File: config.mk
export PLATFORM = sky130hd
export DESIGN_NAME = ring_buffer_deque_core_flat
export DESIGN_NICKNAME = d
export VERILOG_FILES = /design/src/design/rbd_pkg.sv /design/src/design/rbd_if.sv /design/src/design/rbd_ram.sv /design/src/design/rbd_ctrl.sv /design/src/design/rbd_dp.sv /design/src/design/ring_buffer_deque_core.sv /design/src/flat_wrapper.sv
export SDC_FILE = /design/constraint.sdc
export NUM_CORES = 2
export LEC_CHECK = 0
export BUFFER_PORTS_ARGS = -buffer_cell sky130_fd_sc_hd__buf_4
export CAP_MARGIN = 20
export CORE_AREA = 2 2 382 384
export CTS_BUF_LIST = sky130_fd_sc_hd__clkbuf_4 sky130_fd_sc_hd__clkbuf_8 sky130_fd_sc_hd__clkbuf_16
export DETAILED_ROUTE_END_ITERATION = 6
export DIE_AREA = 0 0 384 386
export GPL_ROUTABILITY_DRIVEN = 0
export PLACE_DENSITY = 0.87
export SLEW_MARGIN = 20
export SYNTH_ARGS = -nofsm -noshare
export SYNTH_HDL_FRONTEND = slang
export SYNTH_SLANG_ARGS = --single-unit
File: constraint.sdc
create_clock -name clk -period 12.35 [get_ports clk]
set_input_delay 1.8525 -clock clk [delete_from_list [all_inputs] [get_ports clk]]
set_output_delay 1.8525 -clock clk [all_outputs]
set_load 0.02 [all_outputs]
File: src/design/rbd_pkg.sv
// rbd_pkg: shared types and codes for the ring buffer deque
// no dependencies; used by the interfaces, controller, datapath and top level

package rbd_pkg;

	localparam int MODE_W = 2;
	localparam int VALUE_W = 32;
	localparam int CAP_W = 7;
	localparam int COUNT_W = 7;
	localparam int INDEX_W = 6;
	localparam int ERR_W = 2;
	localparam int FILL_W = 2;

	localparam logic [CAP_W-1:0] CAP_RESET = 7'd64;

	localparam logic [MODE_W-1:0] MODE_PUSH_FRONT = 2'd0;
	localparam logic [MODE_W-1:0] MODE_PUSH_BACK  = 2'd1;
	localparam logic [MODE_W-1:0] MODE_POP_FRONT  = 2'd2;
	localparam logic [MODE_W-1:0] MODE_POP_BACK   = 2'd3;

	localparam logic [ERR_W-1:0] ERR_NONE      = 2'd0;
	localparam logic [ERR_W-1:0] ERR_OVERFLOW  = 2'd1;
	localparam logic [ERR_W-1:0] ERR_UNDERFLOW = 2'd2;

	localparam logic [FILL_W-1:0] FILL_NEITHER = 2'd0;
	localparam logic [FILL_W-1:0] FILL_FULL    = 2'd1;
	localparam logic [FILL_W-1:0] FILL_EMPTY   = 2'd2;

	// controller to datapath
	typedef struct packed {
		logic take;
		logic load_direct;
		logic load_mem;
	} cmd_t;

	// datapath to controller
	typedef struct packed {
		logic pop_go;
	} stat_t;

endpackage

File: src/design/rbd_if.sv
// rbd_if: request and response channel interfaces of the ring buffer deque
// depends on rbd_pkg for field widths

interface rbd_req_if;
	logic                             valid;
	logic                             ready;
	logic [rbd_pkg::MODE_W-1:0]       mode;
	logic signed [rbd_pkg::VALUE_W-1:0] push_value;

	modport source (output valid, output mode, output push_value, input ready);
	modport sink (input valid, input mode, input push_value, output ready);
endinterface

interface rbd_rsp_if;
	logic                               valid;
	logic                               ready;
	logic signed [rbd_pkg::VALUE_W-1:0] popped_value;
	logic [rbd_pkg::ERR_W-1:0]          error_code;
	logic [rbd_pkg::COUNT_W-1:0]        item_count;
	logic [rbd_pkg::INDEX_W-1:0]        front_index;
	logic [rbd_pkg::INDEX_W-1:0]        rear_index;
	logic [rbd_pkg::FILL_W-1:0]         fill_status;

	modport source (output valid, output popped_value, output error_code, output item_count,
		output front_index, output rear_index, output fill_status, input ready);
	modport sink (input valid, input popped_value, input error_code, input item_count,
		input front_index, input rear_index, input fill_status, output ready);
endinterface

File: src/design/rbd_ram.sv
// rbd_ram: generic single write port, single read port ram with registered read
// no dependencies

module rbd_ram #(
	parameter int WIDTH = 32,
	parameter int DEPTH = 64
) (
	input  logic                     clk,
	input  logic                     we,
	input  logic [$clog2(DEPTH)-1:0] waddr,
	input  logic [WIDTH-1:0]         wdata,
	input  logic                     re,
	input  logic [$clog2(DEPTH)-1:0] raddr,
	output logic [WIDTH-1:0]         rdata
);

	logic [WIDTH-1:0] mem_q [DEPTH];
	logic [WIDTH-1:0] rdata_q;

	always_ff @(posedge clk) begin
		if (we) begin
			mem_q[waddr] <= wdata;
		end
		if (re) begin
			rdata_q <= mem_q[raddr];
		end
	end

	assign rdata = rdata_q;

endmodule

File: src/design/rbd_ctrl.sv
// rbd_ctrl: request acceptance and response valid control of the ring buffer deque
// depends on rbd_pkg for the command and status structs

module rbd_ctrl (
	input  logic           clk,
	input  logic           arst_n,
	input  logic           req_valid,
	output logic           req_ready,
	output logic           rsp_valid,
	input  logic           rsp_ready,
	input  rbd_pkg::stat_t stat,
	output rbd_pkg::cmd_t  cmd
);

	localparam logic ST_IDLE = 1'b0;
	localparam logic ST_READ = 1'b1;

	logic state_q;
	logic state_d;
	logic rsp_valid_q;

	always_comb begin
		req_ready       = 1'b0;
		cmd.take        = 1'b0;
		cmd.load_direct = 1'b0;
		cmd.load_mem    = 1'b0;
		state_d         = state_q;
		unique case (state_q)
			ST_IDLE: begin
				req_ready = !rsp_valid_q || rsp_ready;
				cmd.take  = req_valid && req_ready;
				if (cmd.take) begin
					if (stat.pop_go) begin
						state_d = ST_READ;
					end else begin
						cmd.load_direct = 1'b1;
					end
				end
			end
			ST_READ: begin
				cmd.load_mem = 1'b1;
				state_d      = ST_IDLE;
			end
			default: begin
				state_d = ST_IDLE;
			end
		endcase
	end

	always_ff @(posedge clk or negedge arst_n) begin
		if (!arst_n) begin
			state_q     <= ST_IDLE;
			rsp_valid_q <= 1'b0;
		end else begin
			state_q <= state_d;
			if (cmd.load_direct || cmd.load_mem) begin
				rsp_valid_q <= 1'b1;
			end else if (rsp_ready) begin
				rsp_valid_q <= 1'b0;
			end
		end
	end

	assign rsp_valid = rsp_valid_q;

endmodule

File: src/design/rbd_dp.sv
// rbd_dp: pointers, count, capacity register, ring ram and response register
// depends on rbd_pkg and rbd_ram

module rbd_dp #(
	parameter int DEPTH = 64,
	parameter int DATA_BITS = 32
) (
	input  logic                                clk,
	input  logic                                arst_n,
	input  logic [rbd_pkg::MODE_W-1:0]          req_mode,
	input  logic signed [rbd_pkg::VALUE_W-1:0]  req_push_value,
	input  logic                                cfg_we,
	input  logic [rbd_pkg::CAP_W-1:0]           cfg_wdata,
	input  rbd_pkg::cmd_t                       cmd,
	output rbd_pkg::stat_t                      stat,
	output logic signed [rbd_pkg::VALUE_W-1:0]  popped_value,
	output logic [rbd_pkg::ERR_W-1:0]           error_code,
	output logic [rbd_pkg::COUNT_W-1:0]         item_count,
	output logic [rbd_pkg::INDEX_W-1:0]         front_index,
	output logic [rbd_pkg::INDEX_W-1:0]         rear_index,
	output logic [rbd_pkg::FILL_W-1:0]          fill_status
);

	localparam int PW = $clog2(DEPTH);
	localparam int CW = $clog2(DEPTH + 1);
	localparam int MW = (CW > rbd_pkg::CAP_W) ? CW : rbd_pkg::CAP_W;
	localparam int IW = (PW > rbd_pkg::INDEX_W) ? PW : rbd_pkg::INDEX_W;
	localparam int XW = (DATA_BITS > rbd_pkg::VALUE_W) ? DATA_BITS : rbd_pkg::VALUE_W;
	localparam logic [MW-1:0] DEPTH_M = MW'(DEPTH);

	logic [rbd_pkg::CAP_W-1:0] cap_q;
	logic [PW-1:0]             front_q;
	logic [PW-1:0]             back_q;
	logic [CW-1:0]             count_q;

	logic [MW-1:0]         cap_m;
	logic [MW-1:0]         eff_m;
	logic [CW-1:0]         eff_cap;
	logic                  full;
	logic                  empty;
	logic [PW-1:0]         front_d;
	logic [PW-1:0]         back_d;
	logic [CW-1:0]         count_d;
	logic [rbd_pkg::ERR_W-1:0] err_d;
	logic                  wr_go;
	logic [PW-1:0]         waddr;
	logic [PW-1:0]         raddr;
	logic [PW-1:0]         rear_d;
	logic [rbd_pkg::FILL_W-1:0] fill_d;
	logic [XW-1:0]         push_x;
	logic [DATA_BITS-1:0]  wdata;
	logic [DATA_BITS-1:0]  rdata;
	logic [XW-1:0]         rdata_x;
	logic [MW-1:0]         count_m;
	logic [IW-1:0]         front_x;
	logic [IW-1:0]         rear_x;

	logic signed [rbd_pkg::VALUE_W-1:0] popped_q;
	logic [rbd_pkg::ERR_W-1:0]          err_q;
	logic [rbd_pkg::COUNT_W-1:0]        item_count_q;
	logic [rbd_pkg::INDEX_W-1:0]        front_index_q;
	logic [rbd_pkg::INDEX_W-1:0]        rear_index_q;
	logic [rbd_pkg::FILL_W-1:0]         fill_q;

	function automatic logic [PW-1:0] dec_wrap(input logic [PW-1:0] p, input logic [CW-1:0] c);
		logic [CW-1:0] last;
		last = c - CW'(1);
		return (p == '0) ? last[PW-1:0] : p - PW'(1);
	endfunction

	function automatic logic [PW-1:0] inc_wrap(input logic [PW-1:0] p, input logic [CW-1:0] c);
		logic [CW-1:0] nxt;
		nxt = CW'(p) + CW'(1);
		return (nxt >= c) ? '0 : nxt[PW-1:0];
	endfunction

	// effective capacity: zero acts as one, clamp to the ring depth
	assign cap_m   = MW'(cap_q);
	assign eff_m   = (cap_m == '0) ? MW'(1) : ((cap_m > DEPTH_M) ? DEPTH_M : cap_m);
	assign eff_cap = eff_m[CW-1:0];
	assign full    = (count_q >= eff_cap);
	assign empty   = (count_q == '0);

	always_comb begin
		front_d = front_q;
		back_d  = back_q;
		count_d = count_q;
		err_d   = rbd_pkg::ERR_NONE;
		wr_go   = 1'b0;
		waddr   = back_q;
		raddr   = front_q;
		stat.pop_go  = 1'b0;
		unique case (req_mode)
			rbd_pkg::MODE_PUSH_FRONT: begin
				if (full) begin
					err_d = rbd_pkg::ERR_OVERFLOW;
				end else begin
					front_d = dec_wrap(front_q, eff_cap);
					waddr   = front_d;
					wr_go   = 1'b1;
					count_d = count_q + CW'(1);
				end
			end
			rbd_pkg::MODE_PUSH_BACK: begin
				if (full) begin
					err_d = rbd_pkg::ERR_OVERFLOW;
				end else begin
					waddr   = back_q;
					back_d  = inc_wrap(back_q, eff_cap);
					wr_go   = 1'b1;
					count_d = count_q + CW'(1);
				end
			end
			rbd_pkg::MODE_POP_FRONT: begin
				if (empty) begin
					err_d = rbd_pkg::ERR_UNDERFLOW;
				end else begin
					raddr       = front_q;
					front_d     = inc_wrap(front_q, eff_cap);
					count_d     = count_q - CW'(1);
					stat.pop_go = 1'b1;
				end
			end
			rbd_pkg::MODE_POP_BACK: begin
				if (empty) begin
					err_d = rbd_pkg::ERR_UNDERFLOW;
				end else begin
					back_d      = dec_wrap(back_q, eff_cap);
					raddr       = back_d;
					count_d     = count_q - CW'(1);
					stat.pop_go = 1'b1;
				end
			end
			default: begin
				err_d = rbd_pkg::ERR_NONE;
			end
		endcase
	end

	assign rear_d = dec_wrap(back_d, eff_cap);

	always_comb begin
		priority if (count_d == eff_cap) begin
			fill_d = rbd_pkg::FILL_FULL;
		end else if (count_d == '0) begin
			fill_d = rbd_pkg::FILL_EMPTY;
		end else begin
			fill_d = rbd_pkg::FILL_NEITHER;
		end
	end

	assign push_x  = XW'(unsigned'(req_push_value));
	assign wdata   = push_x[DATA_BITS-1:0];
	assign rdata_x = XW'(rdata);
	assign count_m = MW'(count_d);
	assign front_x = IW'(front_d);
	assign rear_x  = IW'(rear_d);

	rbd_ram #(
		.WIDTH(DATA_BITS),
		.DEPTH(DEPTH)
	) u_ram (
		.clk   (clk),
		.we    (cmd.take && wr_go),
		.waddr (waddr),
		.wdata (wdata),
		.re    (cmd.take && stat.pop_go),
		.raddr (raddr),
		.rdata (rdata)
	);

	always_ff @(posedge clk or negedge arst_n) begin
		if (!arst_n) begin
			cap_q   <= rbd_pkg::CAP_RESET;
			front_q <= '0;
			back_q  <= '0;
			count_q <= '0;
		end else if (cfg_we) begin
			cap_q   <= cfg_wdata;
			front_q <= '0;
			back_q  <= '0;
			count_q <= '0;
		end else if (cmd.take) begin
			front_q <= front_d;
			back_q  <= back_d;
			count_q <= count_d;
		end
	end

	always_ff @(posedge clk) begin
		if (cmd.take) begin
			err_q         <= err_d;
			item_count_q  <= count_m[rbd_pkg::COUNT_W-1:0];
			front_index_q <= front_x[rbd_pkg::INDEX_W-1:0];
			rear_index_q  <= rear_x[rbd_pkg::INDEX_W-1:0];
			fill_q        <= fill_d;
		end
		if (cmd.load_direct) begin
			popped_q <= '0;
		end else if (cmd.load_mem) begin
			popped_q <= signed'(rdata_x[rbd_pkg::VALUE_W-1:0]);
		end
	end

	assign popped_value = popped_q;
	assign error_code   = err_q;
	assign item_count   = item_count_q;
	assign front_index  = front_index_q;
	assign rear_index   = rear_index_q;
	assign fill_status  = fill_q;

endmodule

File: src/design/ring_buffer_deque_core.sv
// ring_buffer_deque_core: top level of the circular double-ended queue
// depends on rbd_pkg, rbd_if, rbd_ram, rbd_ctrl and rbd_dp

// Each request pushes at the front or back, or pops from the front or back, of a ring of
// DEPTH entries of which cfg_wdata (written through cfg_we, zero acting as one, clamped to
// DEPTH) are in use; any capacity write empties the deque. Exactly one response follows
// every request. A push, or any refused request, has its response in the cycle after
// acceptance and the next request may be taken in that same cycle, so pushes run at one
// per cycle while responses are taken. A successful pop reads the ring ram, whose read is
// registered, so the controller passes through its read state, taking no request, and
// registers the ram output as the response. The ram needs no clearing pass after reset.

module ring_buffer_deque_core #(
	parameter int DEPTH = 64,
	parameter int DATA_BITS = 32
) (
	input  logic                        clk,
	input  logic                        arst_n,
	rbd_req_if.sink                     req,
	rbd_rsp_if.source                   rsp,
	input  logic                        cfg_we,
	input  logic [rbd_pkg::CAP_W-1:0]   cfg_wdata
);

	rbd_pkg::cmd_t  cmd;
	rbd_pkg::stat_t stat;

	rbd_ctrl u_ctrl (
		.clk       (clk),
		.arst_n    (arst_n),
		.req_valid (req.valid),
		.req_ready (req.ready),
		.rsp_valid (rsp.valid),
		.rsp_ready (rsp.ready),
		.stat      (stat),
		.cmd       (cmd)
	);

	rbd_dp #(
		.DEPTH     (DEPTH),
		.DATA_BITS (DATA_BITS)
	) u_dp (
		.clk            (clk),
		.arst_n         (arst_n),
		.req_mode       (req.mode),
		.req_push_value (req.push_value),
		.cfg_we         (cfg_we),
		.cfg_wdata      (cfg_wdata),
		.cmd            (cmd),
		.stat           (stat),
		.popped_value   (rsp.popped_value),
		.error_code     (rsp.error_code),
		.item_count     (rsp.item_count),
		.front_index    (rsp.front_index),
		.rear_index     (rsp.rear_index),
		.fill_status    (rsp.fill_status)
	);

`ifndef SYNTHESIS
	// a ram read return never coincides with a new request
	a_no_take_on_return: assert property (@(posedge clk) disable iff (!arst_n)
		cmd.load_mem |-> !cmd.take)
		else $error("request taken while a pop read returns");

	// a read return always follows a successful pop in the next cycle
	a_return_after_pop: assert property (@(posedge clk) disable iff (!arst_n)
		cmd.take && stat.pop_go |=> cmd.load_mem)
		else $error("pop read did not return");

	// a refused request reports zero as popped value
	a_refused_zero: assert property (@(posedge clk) disable iff (!arst_n)
		rsp.valid && rsp.error_code != rbd_pkg::ERR_NONE |-> rsp.popped_value == '0)
		else $error("refused request returned a value");

	// an empty status always goes with a zero count
	a_empty_count: assert property (@(posedge clk) disable iff (!arst_n)
		rsp.valid && rsp.fill_status == rbd_pkg::FILL_EMPTY |-> rsp.item_count == '0)
		else $error("empty status with nonzero count");
`endif

endmodule

File: src/flat_wrapper.sv
// flat-port wrapper written by rule: the top's interface ports become plain ports
module ring_buffer_deque_core_flat 
#(
	parameter int DEPTH = 64,
	parameter int DATA_BITS = 32
)
  (clk, arst_n, cfg_we, cfg_wdata, req_valid, req_mode, req_push_value, req_ready, rsp_valid, rsp_popped_value, rsp_error_code, rsp_item_count, rsp_front_index, rsp_rear_index, rsp_fill_status, rsp_ready);
  rbd_req_if req_i ();
  rbd_rsp_if rsp_i ();
  input  logic clk;
  input  logic arst_n;
  input  logic cfg_we;
  input  logic [rbd_pkg::CAP_W-1:0] cfg_wdata;
  input wire logic [$bits(req_i.valid)-1:0] req_valid;
  input wire logic [$bits(req_i.mode)-1:0] req_mode;
  input wire logic [$bits(req_i.push_value)-1:0] req_push_value;
  output wire logic [$bits(req_i.ready)-1:0] req_ready;
  output wire logic [$bits(rsp_i.valid)-1:0] rsp_valid;
  output wire logic [$bits(rsp_i.popped_value)-1:0] rsp_popped_value;
  output wire logic [$bits(rsp_i.error_code)-1:0] rsp_error_code;
  output wire logic [$bits(rsp_i.item_count)-1:0] rsp_item_count;
  output wire logic [$bits(rsp_i.front_index)-1:0] rsp_front_index;
  output wire logic [$bits(rsp_i.rear_index)-1:0] rsp_rear_index;
  output wire logic [$bits(rsp_i.fill_status)-1:0] rsp_fill_status;
  input wire logic [$bits(rsp_i.ready)-1:0] rsp_ready;
  assign req_i.valid = req_valid;
  assign req_i.mode = req_mode;
  assign req_i.push_value = req_push_value;
  assign req_ready = req_i.ready;
  assign rsp_valid = rsp_i.valid;
  assign rsp_popped_value = rsp_i.popped_value;
  assign rsp_error_code = rsp_i.error_code;
  assign rsp_item_count = rsp_i.item_count;
  assign rsp_front_index = rsp_i.front_index;
  assign rsp_rear_index = rsp_i.rear_index;
  assign rsp_fill_status = rsp_i.fill_status;
  assign rsp_i.ready = rsp_ready;
  ring_buffer_deque_core #(.DEPTH(DEPTH), .DATA_BITS(DATA_BITS)) u_core (.clk(clk), .arst_n(arst_n), .req(req_i), .rsp(rsp_i), .cfg_we(cfg_we), .cfg_wdata(cfg_wdata));
endmodule
# == Word-level counts from Yosys, hierarchy flattened ==
# Memory sizes are Yosys's and may differ from the RTL's. A register that Yosys moved wholly into a read port is not among the register bits.
# Index checks and enable logic that the tools add are counted.
# totals
ram_bits,2048
reg_bits,83
input_bits,46
memories,1
# op_classes
bitwise,1
order_cmp,4
n_eq_ne,4
n_mux,46
reduce_logical,17
n_addsub,8
# memory_table
name,words,word_bits,read_ports,rd_ports_with_merged_regs,wr,line_no,rtl
u_core.u_dp.u_ram.mem_q,64,32,1,1,1,rbd_ram.sv:17,logic [WIDTH-1:0] mem_q [DEPTH];
# op_table
cell,n
$mux 6,17
$mux 7,6
$pmux 6 s2,2
$sub 6x1->6 const B,4
$ge 7x7->1,3
$logic_not 7->1,3
$logic_not 6->1,3
$mux 1,15
$add 6x1->7 const B,2
$pmux 7 s2,1
$add 7x1->7 const B,1
$eq 7x7->1,1
$gt 7x7->1 const B,1
$sub 7x1->7 const B,1
$mux 2,3
$eq 2x2->1 const B,2
$pmux 2 s2,1
$reduce_bool 2->1,2
$reduce_or 2->1,2
$logic_and 1x1->1,3
$eq 2x1->1 const B,1
$logic_not 2->1,1
$logic_or 1x1->1,2
$pmux 1 s2,1
other kinds (2),2

# == Longest topological paths before layout ==
# logic_depth
ltp_word,9
mapped_depth,17
depth_no_buf,15

# == Modules after synthesis ==
# From an unflattened synthesis, not the netlist that was laid out.
# hier_totals
cells_unflattened,3940
area_unflattened_um2,84307.1
# by_module_without_submodules
mod,cells_per_inst,instances,area_per_inst_um2
rbd_ram,3324,1,78835.6
rbd_dp,605,1,5363.9
rbd_ctrl,11,1,107.6

# == Worst setup path after synthesis ==
# No wires, ideal clock.
# synth_path
path_type,reg2reg
startpoint,register u_core.u_dp.cap_q (netlist bit u_core.u_dp.cap_m[6])
endpoint,memory u_core.u_dp.u_ram.mem_q[10][0] (enable)
required_time_ns,11.929
setup_slack_ns,7.335
n_path_buf,3
t_arrival_ns,4.594
stages_incl_launch_ff,15
setup_time_ns,0.421
cell_sequence,dfstp_2 buf_2 inv_2 a22oi_2 inv_1 ha_1 nor2b_1 o21ai_1 a21o_1 clkbuf_1 nor3_2 clkbuf_1 o32a_1 nand3_1 nor2_1
# synth_via
elab_chain_len,9
word_cells_on_any_way,14
# synth_rtl
element,line_no,rtl
from (decl),rbd_dp.sv:31,logic [rbd_pkg::CAP_W-1:0] cap_q;
from (signal assigned),rbd_dp.sv:174,cap_q <= rbd_pkg::CAP_RESET;
from (signal assigned),rbd_dp.sv:179,cap_q <= cfg_wdata;
$gt 7x7->1,rbd_dp.sv:79,assign eff_m = (cap_m == '0) ? MW'(1) : ((cap_m > DEPTH_M) ? DEPTH_M : cap_m);
$mux 7,rbd_dp.sv:79,
$mux 7 (*),rbd_dp.sv:79,
$ge 7x7->1,rbd_dp.sv:81,assign full = (count_q >= eff_cap);
$mux 1,"rbd_dp.sv:95, rbd_dp.sv:105",
$mux 1,-,
$logic_and 1x1->1,rbd_dp.sv:164,".we (cmd.take && wr_go),"
$mux 1,rbd_ram.sv:21,if (we) begin
$mux 1 (not written as such),rbd_ram.sv:22,mem_q[waddr] <= wdata;
to (decl),rbd_ram.sv:17,
# Every way passes the cells marked *; elsewhere a longest branch is shown, timed or not.

# == Worst setup path after layout ==
# layout_path
startpoint,input req_mode[1]
endpoint,"register u_core.u_dp.u_ram.rdata_q[23] (netlist: u_core.u_dp.u_ram.rdata[23]), read port of u_core.u_dp.u_ram.mem_q (data pin)"
# layout_via
elab_chain_len,4
word_cells_on_any_way,6
# layout_rtl
element,line_no,rtl
from (decl),flat_wrapper.sv:15,input wire logic [$bits(req_i.mode)-1:0] req_mode;
$eq 2x2->1,rbd_dp.sv:93,unique case (req_mode)
$reduce_or 2->1 (no source line),-,
$mux 1,-,
$logic_and 1x1->1,rbd_dp.sv:167,".re (cmd.take && stat.pop_go),"
to (decl),rbd_ram.sv:18,logic [WIDTH-1:0] rdata_q;
# Parallel ways exist; a longest one is shown, timed or not.
# A chain may end at the register's enable or synchronous reset.

==> impl_results.md <==
* DRC Markers at 1
* Area contributors post-synth: edfxtp_1, a211oi_1, and3_1
* Number of CTS-inserted buffers at 196
* Vias/cell at 7.43
* Worst EP required at 13030 ps
* Total setup buffers inserted after CTS at 0
* Fin crit share at 55.2%
* Worst hold start: u_core.u_dp.popped_value[30]
* Nets@finish at 5790
* Sequential share of the synthesized area at 72.7%
* Final hold vios at 0
* DIE WIDTH at 384 um
* CP arrival at 7490 ps
* Count leader, synth: edfxtp_1
* Vias in the first global route at 56428
* Most used DFF post-synth: edfxtp_1
* Avg Synthesized Cell Area at 15.3 um^2
* CTS sink cnt at 2163
* Storage element area at 64500 um^2
* Hold Path End: u_core.u_dp.popped_value[30]
* Routed Antenna Nets at 0
* Max_slew headroom at 14.8%
* Top cell type's share of synthesized area at 71.2%
* Biggest fanout along the worst timing path at 206
* Leakage at 0.0319 uW
* Global Route Usage Sum at 33.6%
* Die ar. at 148000 um^2
* Outcome: finished with violations
* Hold-fix buffer count after cts at 0
* CTS tree: built
* Synth warn at 0
* Setup TNS at 0 ps
* Max-slew violations at 0
* Syn Inst Count at 5802
* Worst Skew at 41.1 ps
* Initial antenna violation count at 12
* Post-synth EDFFs at 2103
* Via total after detailed routing at 58022
* Detailed Place HPWL at 130000 um
* Worst Max-Slew Pin Slew at 1270 ps
* Worst Hold Path Cells at 2
* Post-synth ARST share at 1.29%
* Max Fclk at 147 MHz
* FF-to-FF Start: u_core.u_dp.cap_m[6]
* Die H at 386 um
* Rows at 140
* Core Util, Final at 67.6%
* Largest area contributor in the netlist: edfxtp_1
* Pwr Density at 186 nW/um^2
* WL per Instance at 32.4 um
* Clk_lat worst skew at 850 ps
* Worst Reg-to-Reg Cells at 13
* Final setup viols at 0
* Number of I/O pins at 103
* Layout cell share with drive strength beyond 1 at 13.1%
* H-tree depth at 4
* Tot Pwr at 18200 uW
* Startpoint types: primary input
* First-pass GRT wire length at 367000 um
* Area grow syn2layout at 10.2%
* Reg-to-reg endpoint: u_core.u_dp.u_ram.mem_q[15][13]
* Clock-pin slew on the worst setup and hold paths at 70 ps
* I/O Buffers at 102
* Drt pass-1 iters at 7
* VDD IR max at 0.172 mV
* FF+latch count, synth at 2163
* CP endpoint kind: flip-flop
* Mapped Area at 88700 um^2
* Core area at 145000 um^2
* Cell variety after synth at 98
* Worst Hold Class: flip-flop to flip-flop
* Largest net degree at the start of global routing at 207
* Maxcap violations at 0
* Setup CP Type: primary input to flip-flop
* Tmin final at 6810 ps
* Top cells by count, synth: edfxtp_1, a211oi_1, and3_1
* R2R Setup Slk at 5740 ps
* Max Buffers Root-to-Sink at 3
* Area of the multi-input gates at 22400 um^2
* 1st-iter DRT viols at 10698
* Fillers at 8483
* Drt total wl at 253000 um
* Root Buffer: clkbuf_16
* GRT overflow at 0
* RSZ-0062 raised after global routing: false
* Initial Utilization at 61.4%
* Cts repair resizes at 0
* Synthesized Nets at 5878
* Failing checks: DRC
[layout by cell type, fill, tap and decap left out, drive strengths merged, types with 27 or more instances in the layout]
cell type / Yosys / layout
dfxtp: 32 / 32
a211oi: 1006 / 1006
clkinv: 1 / 86
o21ai: 124 / 124
mux2i: 73 / 73
o22ai: 34 / 34
nor2: 139 / 139
edfxtp: 2103 / 2103
clkbuf: 297 / 251
a2111oi: 35 / 35
o41ai: 33 / 33
nor4: 166 / 166
buf: 222 / 233
a21oi: 35 / 35
ha: 30 / 30
and3: 1002 / 1002
o21bai: 64 / 64
nand2: 73 / 73
dfrtp: 27 / 27
inv: 25 / 33
o211ai: 73 / 73
[critical path, stage by stage]
cell      delay, ps
buf_4           220
inv_1           430
a211oi_4        150
o211ai_4        120
buf_4           560
buf_12          510
buf_4           880
buf_12          660
and3_1          270
a211oi_1         50
nor4_1          720
o22ai_1         230
nor4_2          320
[through the flow]
stage / std cells / hold WS (ps) / cell area [um^2] / setup slack, ps
floorplan: 5802 / 422 / 88700 / 7330
global placement: 7432 / 484 / 91200 / 5160
detailed placement: 7432 / 490 / 91200 / 4960
CTS: 7799 / 499 / 97700 / 5820
global route: 7800 / 532 / 97700 / 5580
finish: 7806 / 489 / 97700 / 5540
[cell type report]
cell class	count	area share [%]
Sequential cell	2163	66.0
Multi-Input combinational cell	3094	22.9
Clock buffer	251	5.53
Tap cell	1917	2.45
Timing Repair Buffer	233	1.90
Clock inverter	116	1.12
Inverter	26	0.0999
Antenna cell	6	0.0154
[power by group]
part	leakage, uW	internal [uW]	switching, uW
clock	0.00322	3430	2710
combinational	0.00918	1130	2640
sequential	0.0195	8210	95.8
[state kept, by name, summed over array words and instances, names as in the netlist, 2 cells and up]
register and count:
u_core.u_dp.cap_m 7, u_core.u_dp.rear_index 6, u_core.u_dp.front_index 6, u_core.u_dp.u_ram.rdata 32, u_core.u_dp.fill_status 2, u_core.u_dp.u_ram.mem_q 2048, u_core.u_dp.back_q 6, u_core.u_dp.error_code 2
u_core.u_dp.popped_value 32, u_core.u_dp.front_q 6, u_core.u_dp.item_count 7, u_core.u_dp.count_q 7
[layer usage]
metal | share of wire [%] | vias to the layer above | wire [um] | track usage (%)
li1 | - | 23439 | - | -
met1 | 33 | 28114 | 82400 | 42.9
met2 | 46 | 5393 | 117000 | 52.0
met3 | 15 | 1056 | 37700 | 9.50
met4 | 6.3 | 20 | 15900 | 19.5
met5 | 0.060 | - | 151 | 0
[how the worst max path moves through the flow]
| stage | start | to | slack, ps | depth (start not counted) |
|---|---|---|---|---|
| after floorplan | u_core.u_dp.cap_m[6] | u_core.u_dp.u_ram.mem_q[10][0] | 7330 | 14 |
| after global placement | req_mode[1] | u_core.u_dp.u_ram.rdata[31] | 5160 | 11 |
| after detailed placement | req_mode[1] | u_core.u_dp.u_ram.rdata[23] | 4960 | 13 |
| after CTS | req_mode[1] | u_core.u_dp.u_ram.rdata[12] | 5820 | 12 |
| after global routing | u_core.u_dp.cap_m[6] | u_core.u_dp.u_ram.mem_q[7][13] | 5580 | 13 |
| final | req_mode[1] | u_core.u_dp.u_ram.rdata[23] | 5540 | 13 |
[cells by family (layout without fill, tap and decap cells)]
family                     Yosys count  after routing  share of synthesized area, %
DFF                               2163           2163                          72.7
adders and majority gates           30             30                         0.423
xor gates and xnor gates            32             32                         0.316
and+or+nand+nor                   1483           1483                          10.2
other                                0              6                             0
buffers and inverters              545            626                          2.79
muxes                               83             83                         0.955
AOI/OAI and AO/OA                 1466           1466                          12.7
No activity file was read; power rests on OpenSTA's default activity.
